**src/hw/rtl/um_ram.sv**
```systemverilog
// Generic simple dual-port RAM with one write port and a registered read port.
// No dependencies.
`timescale 1ns / 1ps
`default_nettype none
module um_ram #(
  parameter int Width = 32,
  parameter int Depth = 16
) (
  input  wire logic                     clk_i,
  input  wire logic                     we_i,
  input  wire logic [$clog2(Depth)-1:0] waddr_i,
  input  wire logic [Width-1:0]         wdata_i,
  input  wire logic [$clog2(Depth)-1:0] raddr_i,
  output      logic [Width-1:0]         rdata_o
);

  logic [Width-1:0] mem [Depth];

  always_ff @(posedge clk_i) begin
    if (we_i) begin
      mem[waddr_i] <= wdata_i;
    end
    rdata_o <= mem[raddr_i];
  end

endmodule
`default_nettype wire

```
**config.mk**
```make
export PLATFORM = sky130hd
export DESIGN_NAME = um_ram
export DESIGN_NICKNAME = d
export VERILOG_FILES = /design/src/hw/rtl/um_ram.sv
export SDC_FILE = /design/constraint.sdc
export NUM_CORES = 1
export LEC_CHECK = 0
export BUFFER_PORTS_ARGS = -buffer_cell sky130_fd_sc_hd__buf_2
export CAP_MARGIN = 10
export CORE_MARGIN = 1
export CORE_UTILIZATION = 61
export CTS_CLUSTER_DIAMETER = 60
export DETAILED_ROUTE_END_ITERATION = 8
export MAX_ROUTING_LAYER = met4
export PLACE_DENSITY_LB_ADDON = 0.25
export SLEW_MARGIN = 20
export SYNTH_ARGS = -nofsm -noshare
export SYNTH_HDL_FRONTEND = slang
export SYNTH_SLANG_ARGS = --single-unit
```
**constraint.sdc**
```tcl
create_clock -name clk_i -period 3.7 [get_ports clk_i]
set_input_delay 0 -clock clk_i [delete_from_list [all_inputs] [get_ports clk_i]]
set_output_delay 0 -clock clk_i [all_outputs]
set_load 0.1 [all_outputs]
```
* After elaboration in Yosys (flattened, before gate mapping)
Memory sizes are Yosys's and may differ from the RTL's. A register that Yosys moved wholly into a read port is not among the register bits. Cells that the tools add are included.
Cells by class: multiplexer cells 2
Operators with widths (number):
- $mux 1 | 2
Word-level totals: flip-flop bits (word level) 0, memories kept 1, logic and storage cells 3, output and inout bits 32, memory bits (writable) 512
Memory list:
- mem | words 16, width 32, read ports 1, clocked after memory_dff 1, write ports 1, line 17 | logic [Width-1:0] mem [Depth];

* Longest topological paths before layout
Gate-level depths: netlist of run 1.
depth in word-level cells 2, mapped depth 5, depth with buffers taken out 3

* Least setup slack after synthesis of run 1
No wires, ideal clock.
path kind input -> register, from in waddr_i[2], to mem mem[0][0] (enable), path slack 0.520 ns, stages on the path 2, path buffers 0, library setup time 0.461 ns, required time 3.239 ns, data arrival time 2.718 ns, cells stage by stage or3b_2 -> nor3_1
RTL lines:
- start, declared | line 11 | input wire logic [$clog2(Depth)-1:0] waddr_i,
- end, declared | line 17
Straight into the memory's write port.

* Worst setup path after layout of run 1
from in waddr_i[1], to mem mem[15][10] (enable)
Straight into the memory's write port.

==> results of run 1 <==
==> stage by stage <==
step | total power [uW] | utilization, % | cell area (um^2) | worst slack (ns) | cells
finish | 12980 | 72.31 | 22990 | 1.718 | 1458
CTS | 13030 | 72.13 | 22940 | 1.712 | 1456
global route | 13340 | 72.31 | 22990 | 1.633 | 1458
floorplan | 7683 | - | 19850 | 0.5204 | 838
detailed placement | 7947 | 65.82 | 20930 | 1.592 | 1326
global placement | 7926 | 65.67 | 20880 | 1.595 | 1324
==> Yosys cell counts (4+ instances only) <==
| cell type | n | area, um^2 |
|---|---|---|
| nor3_1 | 4 | 20.02 |
| buf_1 | 9 | 33.78 |
| edfxtp_1 | 512 | 15370 |
| clkbuf_1 | 17 | 63.81 |
| mux4_2 | 128 | 2883 |
| nand2_1 | 33 | 123.9 |
| nor2_1 | 13 | 48.80 |
| buf_4 | 11 | 82.58 |
| dfxtp_1 | 32 | 640.6 |
| a22oi_1 | 64 | 480.5 |
| buf_2 | 4 | 20.02 |
==> layout make-up <==
class / instances / area (um^2) / area share, %
repair buffers: 132 / 1015 / 4.413
multi-input cells: 251 / 3750 / 16.31
clock inverters: 22 / 195.2 / 0.8489
clock buffers: 74 / 1474 / 6.410
well taps: 435 / 544.3 / 2.367
flip-flops and latches: 544 / 16020 / 69.65
==> worst paths after layout <==
check	slack, ns	depth (start not counted)	to
setup / recovery	1.72	5	mem[15][10]
hold / removal	0.06	4	rdata_o[13]
setup reg to reg	2.28	3	rdata_o[30]
hold reg to reg	0.66	3	rdata_o[8]
==> layer usage <==
| metal | vias up | part of all wire (%) |
|---|---|---|
| met4 | 0 | 3.2 |
| li1 | 3862 | - |
| met5 | - | 0 |
| met1 | 4877 | 39 |
| met2 | 389 | 51 |
| met3 | 74 | 6.5 |
==> sequential cells by signal, indices dropped and copies added (netlist names) <==
signal   flops
mem        512
rdata_o     32
==> worst min-delay path: cells and delay by family <==
| family | cells | cell delay (ns) |
|---|---|---|
| mux | 1 | 0.25 |
| buf+inv | 1 | 0.21 |
| simple gates | 1 | 0.06 |
| compound gates | 1 | 0.06 |
==> cells by family after synthesis <==
kind of cell,count (synthesis)
AOI/OAI and AO/OA,64
DFF,544
buffers and inverters,43
muxes,128
and+or+nand+nor,59
==> power by group <==
| group | internal [uW] | switching (uW) | leakage, uW |
|---|---|---|---|
| Combinational | 276 | 647 | 0.00174 |
| Clock | 2980 | 2150 | 0.000823 |
| Sequential | 6890 | 42.8 | 0.00489 |
| Total | 10100 | 2840 | 0.00746 |
==> out/summary.txt, run 1 <==
Area Growth Syn to Fin: 15.81%
Number of flops mapped to enable cells by yosys: 512
Postcts setup bufs: 0
Most Crowded Layer GR: met2
WL/cell: 27.62 um
Syn nets: 880
Worst r2r src: mem[3][30]
Setup tns final: 0 ns
Global route total overflow: 0
GRT Util Overall: 26.08%
Hold Crit Class: in2reg
Mux cell area share after synthesis: 14.52%
Async SR Flop Fraction: 0%
Crit Path Max Fanout: 20
Boundary pin count: 74
Ant diodes: 0
FP Rows: 65
GR Util met2: 42.61%
TritonCTS Buffers: 51
Synth Flop Type: edfxtp_1
Mean post-synth cell area: 23.69 um^2
Nets: 1022
Vias: 9202
Via-to-Cell Ratio: 6.311
Post-cts sizing count: 0
Hold WS: 0.06334 ns
Worst EP required: 3.93 ns
DIE WIDTH: 182.4 um
Main combinational cell family by area after synthesis: multiplexers
Setup Skew: 0.01493 ns
1st-pass router iterations: 6
CTS tree: done
Starting Density: 62.44%
Clock Latency Late Sink: 0.56 ns
GR Util met1: 33.97%
Die area: 0.03327 mm^2
Worst path slowest cell: nor2_4
Kind of critical path: in2reg
Relative slew margins: 30.25%
Crit path arrival time: 2.21 ns
Critical Path Source: waddr_i[1]
Final hold vios: 0
GRT met3 Usage: 4.031%
Distinct cell type count after synthesis: 18
Commonest non-fill, non-tap cell in the layout: edfxtp_1
Worst Max-Slew Pin Slew: 1.046 ns
Root Driver: clkbuf_16
Clock transition at path regs: 0.06 ns
Fillers: 1749
Max-slew violation count: 0
Core region area: 0.03180 mm^2
Remaining antenna violation count after routing: 0
Power Dens Cells: 564.6 mW/mm^2
Die H: 182.4 um
DRT iter0 DRCs: 958
XOR/XNOR share of the synthesized area: 0%
Peak Freq: 504.6 MHz
Leakage: 0.007461 uW
Post-synthesis cell area: 0.01985 mm^2
Final WL: 40270 um
Initial antenna violation count: 0
Final setup viols: 0
GPL Wtd Cong: 0.7354
Critical path's top delay family: buffers and inverters
Post-synthesis sequential area ratio: 80.67%
Vias in the first global route: 9603
Worst min-delay path startpoint: raddr_i[1]
Clk buf depth: 3
Post-synthesis sequential element count: 544
Post-Synth Simple-Gate Area: 1.273%
Hpwl dp: 19850 um
Post-CTS Hold Fix Bufs: 34
Synthesized instance count: 838
Max H-tree Level: 2
Status: finished, final reports clean
Synthesis Warnings: 0
Crit. End Element: register
Worst setup SP type: primary input
Clk sink count: 544
Compound-Gate Fraction of Synth Area: 2.420%
Slowest stage delay, CP: 0.78 ns
Peak VDD IR: 487.3 uV
MaxCap Viol Count: 0
DR DRC count: 0
Most frequent cells in the layout: 512 x edfxtp_1, 128 x mux4_2, 71 x buf_2, 64 x a22oi_1, 52 x clkbuf_16
Cells along the critical path: dlygate4sd3_1 -> buf_2 -> nand2_1 -> nor2_4 -> buf_4
CP bufs+invs: 3
Largest net degree at the start of global routing: 83
Share of layout cells above drive strength 1: 31.67%
Period minus WS final: 1.982 ns
First-pass GRT wire length: 60210 um
Port bufs: 73
RSZ-0062 raised after global routing: false
Area share of fa/ha/maj cells after synthesis: 0%
Tcrit/Tclk final: 53.56%
No activity file was read; power rests on OpenSTA's default activity.
==> run 2, diff against run 1 <==
- clock period: 3.7 -> 1.85 ns (I/O delays scaled with it)
==> run 2 against run 1 <==
Effect of this change:
- clock-buffer cell count shrank 3
- final cell count rose by 1.2%
- register-to-register slack got worse by 2.2 ns
- worst setup slack worse by 1.7 ns
- core utilization rose by 1.1 points
- non-clock buffer count up 18
- cell area up 1.6%
- clock skew shrank 0.0011 ns
- die area is the same
- sequential share of layout area down 1.1 points
- critical endpoint is now rdata_o[16]
==> out/summary.txt, run 2 (synthesis gave the netlist of run 1 again) <==
Status: finished, final reports clean
Post-Place Cells: 1345
Via-to-Cell Ratio: 6.264
Worst setup SP type: register
Fillers: 1716
Clk sink count: 544
DRT iter0 DRCs: 941
GPL Wtd Cong: 0.7126
Die area: 0.03327 mm^2
Power Dens Cells: 1114 mW/mm^2
Max-slew violation count: 0
Worst reg2reg endpoint: rdata_o[16]
Worst r2r src: mem[3][16]
Nets: 1041
Biggest regs: mem: 512 flops, rdata_o: 32 flops
Final setup viols: 0
Core region area: 0.03180 mm^2
Worst reg2reg path depth: 4
Global route total overflow: 0
Critical Path Source: mem[3][16]
Crit Path Max Fanout: 1
Starting Density: 62.44%
Clk buf depth: 3
Largest net degree at the start of global routing: 37
Port bufs: 73
Clock transition at path regs: 0.06 ns
DIE WIDTH: 182.4 um
1st-pass router iterations: 5
Kind of critical path: reg2reg
Vias in the first global route: 9723
Clock Latency Late Sink: 0.56 ns
Final WL: 39630 um
Final Power: 26020 uW
Max H-tree Level: 2
Remaining antenna violation count after routing: 0
WL/cell: 26.85 um
Ant diodes: 0
Core Util, Final: 73.45%
Root Driver: clkbuf_16
Leakage: 0.007613 uW
Vias: 9246
DR DRC count: 0
Area Growth Syn to Fin: 17.64%
Worst EP required: 2.30 ns
Setup Skew: 0.01383 ns
Commonest non-fill, non-tap cell in the layout: edfxtp_1
Final hold vios: 0
Register with the most flip-flops: mem
Peak Freq: 554.6 MHz
Initial antenna violation count: 0
MaxCap Viol Count: 0
Setup ws final: 0.04703 ns
Period minus WS final: 1.803 ns
Hpwl dp: 20530 um
CTS tree: done
Boundary pin count: 74
TritonCTS Buffers: 52
Max FFs per register: 512
R2r setup slk: 0.05 ns
Worst Max-Slew Pin Slew: 0.5637 ns
First-pass GRT wire length: 59720 um
End of the critical path: rdata_o[16]
Place WS: 0.2363 ns
FP Rows: 65
Most frequent cells in the layout: 512 x edfxtp_1, 128 x mux4_2, 71 x buf_2, 63 x a22oi_1, 53 x clkbuf_16
Non-Filler Instances: 1476
Hold Crit Class: in2reg
Die H: 182.4 um
Setup tns final: 0 ns
Crit path arrival time: 2.25 ns
Peak VDD IR: 902.6 uV
Tcrit/Tclk final: 97.46%
GRT Util Overall: 25.75%
Share of layout cells above drive strength 1: 32.95%
RSZ-0062 raised after global routing: false
Relative slew margins: 62.42%
Crit. End Element: register
==> run 2: cell types whose count changed in the layout (fill, tap and decap cells not counted), moves of 2 or more <==
cell	delta
buf_16	-3
clkbuf_8	-3
nor3_4	+4
buf_12	+21
clkinv_2	+2
nor3_2	-4
==> run 2: metal layers <==
| metal | global-route usage [%] | vias to the layer above | routed length (um) |
|---|---|---|---|
| met3 | 4.151 | 95 | 2695 |
| met1 | 34.75 | 4838 | 15740 |
| met5 | - | - | 0 |
| met2 | 40.93 | 416 | 19990 |
| met4 | 8.605 | 0 | 1202 |
| li1 | - | 3897 | - |
==> run 2: final cells by class <==
type | count | area (um^2) | share of cell area (%)
Sequential cell | 544 | 16020 | 68.57
Multi-Input combinational cell | 251 | 3781 | 16.19
Clock buffer | 71 | 1454 | 6.225
Timing Repair Buffer | 150 | 1355 | 5.802
Tap cell | 435 | 544.3 | 2.330
Clock inverter | 25 | 206.4 | 0.8839
==> run 2: power breakdown <==
group	switching [uW]	total, uW	leakage (uW)	internal, uW
Combinational	1300	1900	0.00190	601
Sequential	95.3	13900	0.00489	13800
Clock	4330	10200	0.000822	5910
==> run 2: repair_timing <==
item / in CTS / in global routing
endpoints found under the hold margin: 514 / 0
setup endpoints to repair: 0 / 1
buffers inserted: 0 / 0
resized for setup: 0 / 2
hold buffers: 35 / 0
==> run 2: worst min path at each step <==
stage | from | to | depth (start not counted) | slack (ns)
floorplan | wdata_i[0] | mem[0][0] | 0 | 0.1
global placement | wdata_i[27] | mem[14][27] | 1 | 0.37
detailed placement | wdata_i[27] | mem[15][27] | 1 | 0.38
CTS | raddr_i[0] | rdata_o[12] | 4 | 0.05
global route | raddr_i[0] | rdata_o[12] | 4 | 0.08
finish | raddr_i[0] | rdata_o[12] | 4 | 0.06
==> run 2: metrics by stage <==
step	hold slack (ns)	area [um^2]
floorplan	0.09887	19910
global placement	0.3719	21340
detailed placement	0.3826	21340
CTS	0.05478	23350
global route	0.08119	23360
finish	0.05796	23360
==> run 2: worst max-delay path: stages, from the launching register on <==
cell	delay [ns]
edfxtp_1	0.37
mux4_2	0.50
a22oi_2	0.19
nand2_1	0.07
dlygate4sd3_1	0.56
==> run 3, diff against run 2 <==
- CORE_UTILIZATION: 61 -> 55
- clock period: 1.85 -> 1.6 ns (I/O delays scaled with it)
==> run 3 against run 2 <==
Effect of this change:
- critical path depth decreased by 3
- combinational power increased by 18%
- cell area increased by 2.0%
- global-route usage decreased by 1.7 points
- worst setup slack improved by 0.061 ns
- sequential cell count unchanged
- die area increased by 11%
- register-to-register slack improved by 0.24 ns
- wire length increased by 2.6%
==> out/summary.txt, run 3 (synthesis gave the netlist of run 1 again) <==
Hold path endpoint: rdata_o[29]
1st-pass router iterations: 5
Boundary pin count: 74
Most frequent cells in the layout: 512 x edfxtp_1, 128 x mux4_2, 71 x buf_2, 64 x a22oi_1, 52 x clkbuf_16
Power Internal: 24250 uW
Clock Power Share: 41.0%
Critical path's top delay family: buffers and inverters
Sequential share of power: 51.8%
DIE WIDTH: 192.0 um
RSZ-0062 raised after global routing: false
Worst EP required: 1.60 ns
Setup Skew: 0.01587 ns
Max H-tree Level: 2
Die area: 0.03686 mm^2
GPL Wtd Cong: 0.7292
FP Rows: 69
Port bufs: 73
Leakage: 0.007812 uW
Biggest regs: mem: 512 flops, rdata_o: 32 flops
Vias: 9272
CTS tree: done
Max FFs per register: 512
Switching Fraction: 21.67%
Fillers: 2226
Die H: 192.0 um
TritonCTS Buffers: 52
Postcts setup bufs: 0
MaxCap Viol Count: 0
Worst path slowest cell: buf_2
Share of layout cells above drive strength 1: 34.81%
Crit Path Max Fanout: 1
Slowest stage delay, CP: 0.47 ns
Nets: 1059
Setup ws final: 0.1076 ns
First-pass GRT wire length: 61000 um
Power Dens Cells: 1300 mW/mm^2
GRT Util Overall: 24.02%
Setup tns final: 0 ns
Area Growth Syn to Fin: 20.00%
Global route total overflow: 0
Tcrit/Tclk final: 93.28%
Non-Filler Instances: 1523
Remaining antenna violation count after routing: 0
Gate power share: 7.2%
Relative slew margins: 27.91%
R2r setup slk: 0.29 ns
Peak VDD IR: 1064 uV
CP bufs+invs: 1
Period minus WS final: 1.492 ns
Post-Place Cells: 1391
Place WS: 0.05326 ns
Initial antenna violation count: 2
Core region area: 0.03557 mm^2
Worst min-delay path startpoint: raddr_i[3]
DRT iter0 DRCs: 963
Via-to-Cell Ratio: 6.088
Worst reg2reg endpoint: rdata_o[22]
Clock Latency Late Sink: 0.59 ns
Final hold vios: 0
Status: finished, final reports clean
Worst Max-Slew Pin Slew: 1.081 ns
Clock transition at path regs: 0.07 ns
Worst hold path cell count: 4
Final setup viols: 0
Kind of critical path: reg2out
Final WL: 40650 um
Root Driver: clkbuf_16
Max-slew violation count: 0
Worst setup SP type: register
Register with the most flip-flops: mem
Peak Freq: 670.0 MHz
Clk sink count: 544
Clk buf depth: 3
Largest net degree at the start of global routing: 39
Commonest non-fill, non-tap cell in the layout: edfxtp_1
P_sw: 6708 uW
Crit. End Element: primary output
Starting Density: 55.82%
Worst reg2reg path depth: 3
DR DRC count: 0
Vias in the first global route: 9658
Worst r2r src: mem[2][22]
Hold Crit Class: in2reg
Cells along the critical path: buf_2
Crit path arrival time: 1.49 ns
WL/cell: 26.69 um
Core Util, Final: 66.98%
Hpwl dp: 22800 um
[run 3: cell types whose count changed in the layout (fill, tap and decap cells not counted), moves of 2 or more]
cell           change
buf_12            +12
buf_4              +7
bufinv_16          +4
clkbuf_1           -4
clkbuf_8           +4
clkinv_2           -4
clkinv_1           -2
diode_2            +2
dlygate4sd3_1      -2
[run 3: final cells by class]
class	instances	area (um^2)	area share [%]
clock buffer	70	1469	6.165
antenna	2	5.005	0.02101
clock inverter	27	342.8	1.439
sequential	544	16020	67.22
multi-input combinational	251	3777	15.85
timing repair buffer	168	1639	6.880
tap	461	576.8	2.421
[run 3: worst max-delay path by stage]
stage	to	slack [ns]	cells after the start	from
2_1_floorplan	mem[10][0]	-0.43	2	waddr_i[2]
3_3_place_gp	rdata_o[19]	0.05	6	raddr_i[0]
3_5_place_dp	rdata_o[18]	0.05	6	raddr_i[0]
4_1_cts	rdata_o[16]	0.08	1	rdata_o[16]
5_1_grt	rdata_o[16]	0.09	1	rdata_o[16]
6_report	rdata_o[16]	0.11	1	rdata_o[16]
[run 3: through the flow]
| step | instance area (um^2) | power [uW] | hold WS (ns) |
|---|---|---|---|
| 2_1_floorplan | 19900 | 17770 | 0.09887 |
| 3_3_place_gp | 21680 | 18480 | 0.3706 |
| 3_5_place_dp | 21680 | 18530 | 0.3793 |
| 4_1_cts | 23820 | 31210 | 0.02732 |
| 5_1_grt | 23830 | 31840 | 0.07715 |
| 6_report | 23830 | 30960 | 0.04803 |
[run 3: routing by layer]
layer	GRT usage (%)	wire, um	vias up
met5	-	0	-
met4	7.389	937	0
met3	3.673	2527	76
met2	37.85	20300	331
met1	32.88	16890	4913
li1	-	-	3952
[run 3: what timing repair did]
action                                  in CTS  in global routing
endpoints found under the setup margin       0                  0
endpoints found under the hold margin      515                  0
gates resized for setup                      0                  0
hold buffers                                33                  0
[run 3: power groups by stage]
stage | sequential (uW) | clock [uW] | combinational (uW)
final | 16000 | 12700 | 2240
after global routing | 16100 | 13400 | 2350
after CTS | 16000 | 12900 | 2260
after detailed placement | 16300 | 0 | 2190
after global placement | 16300 | 0 | 2160
after floorplan | 17000 | 0 | 770
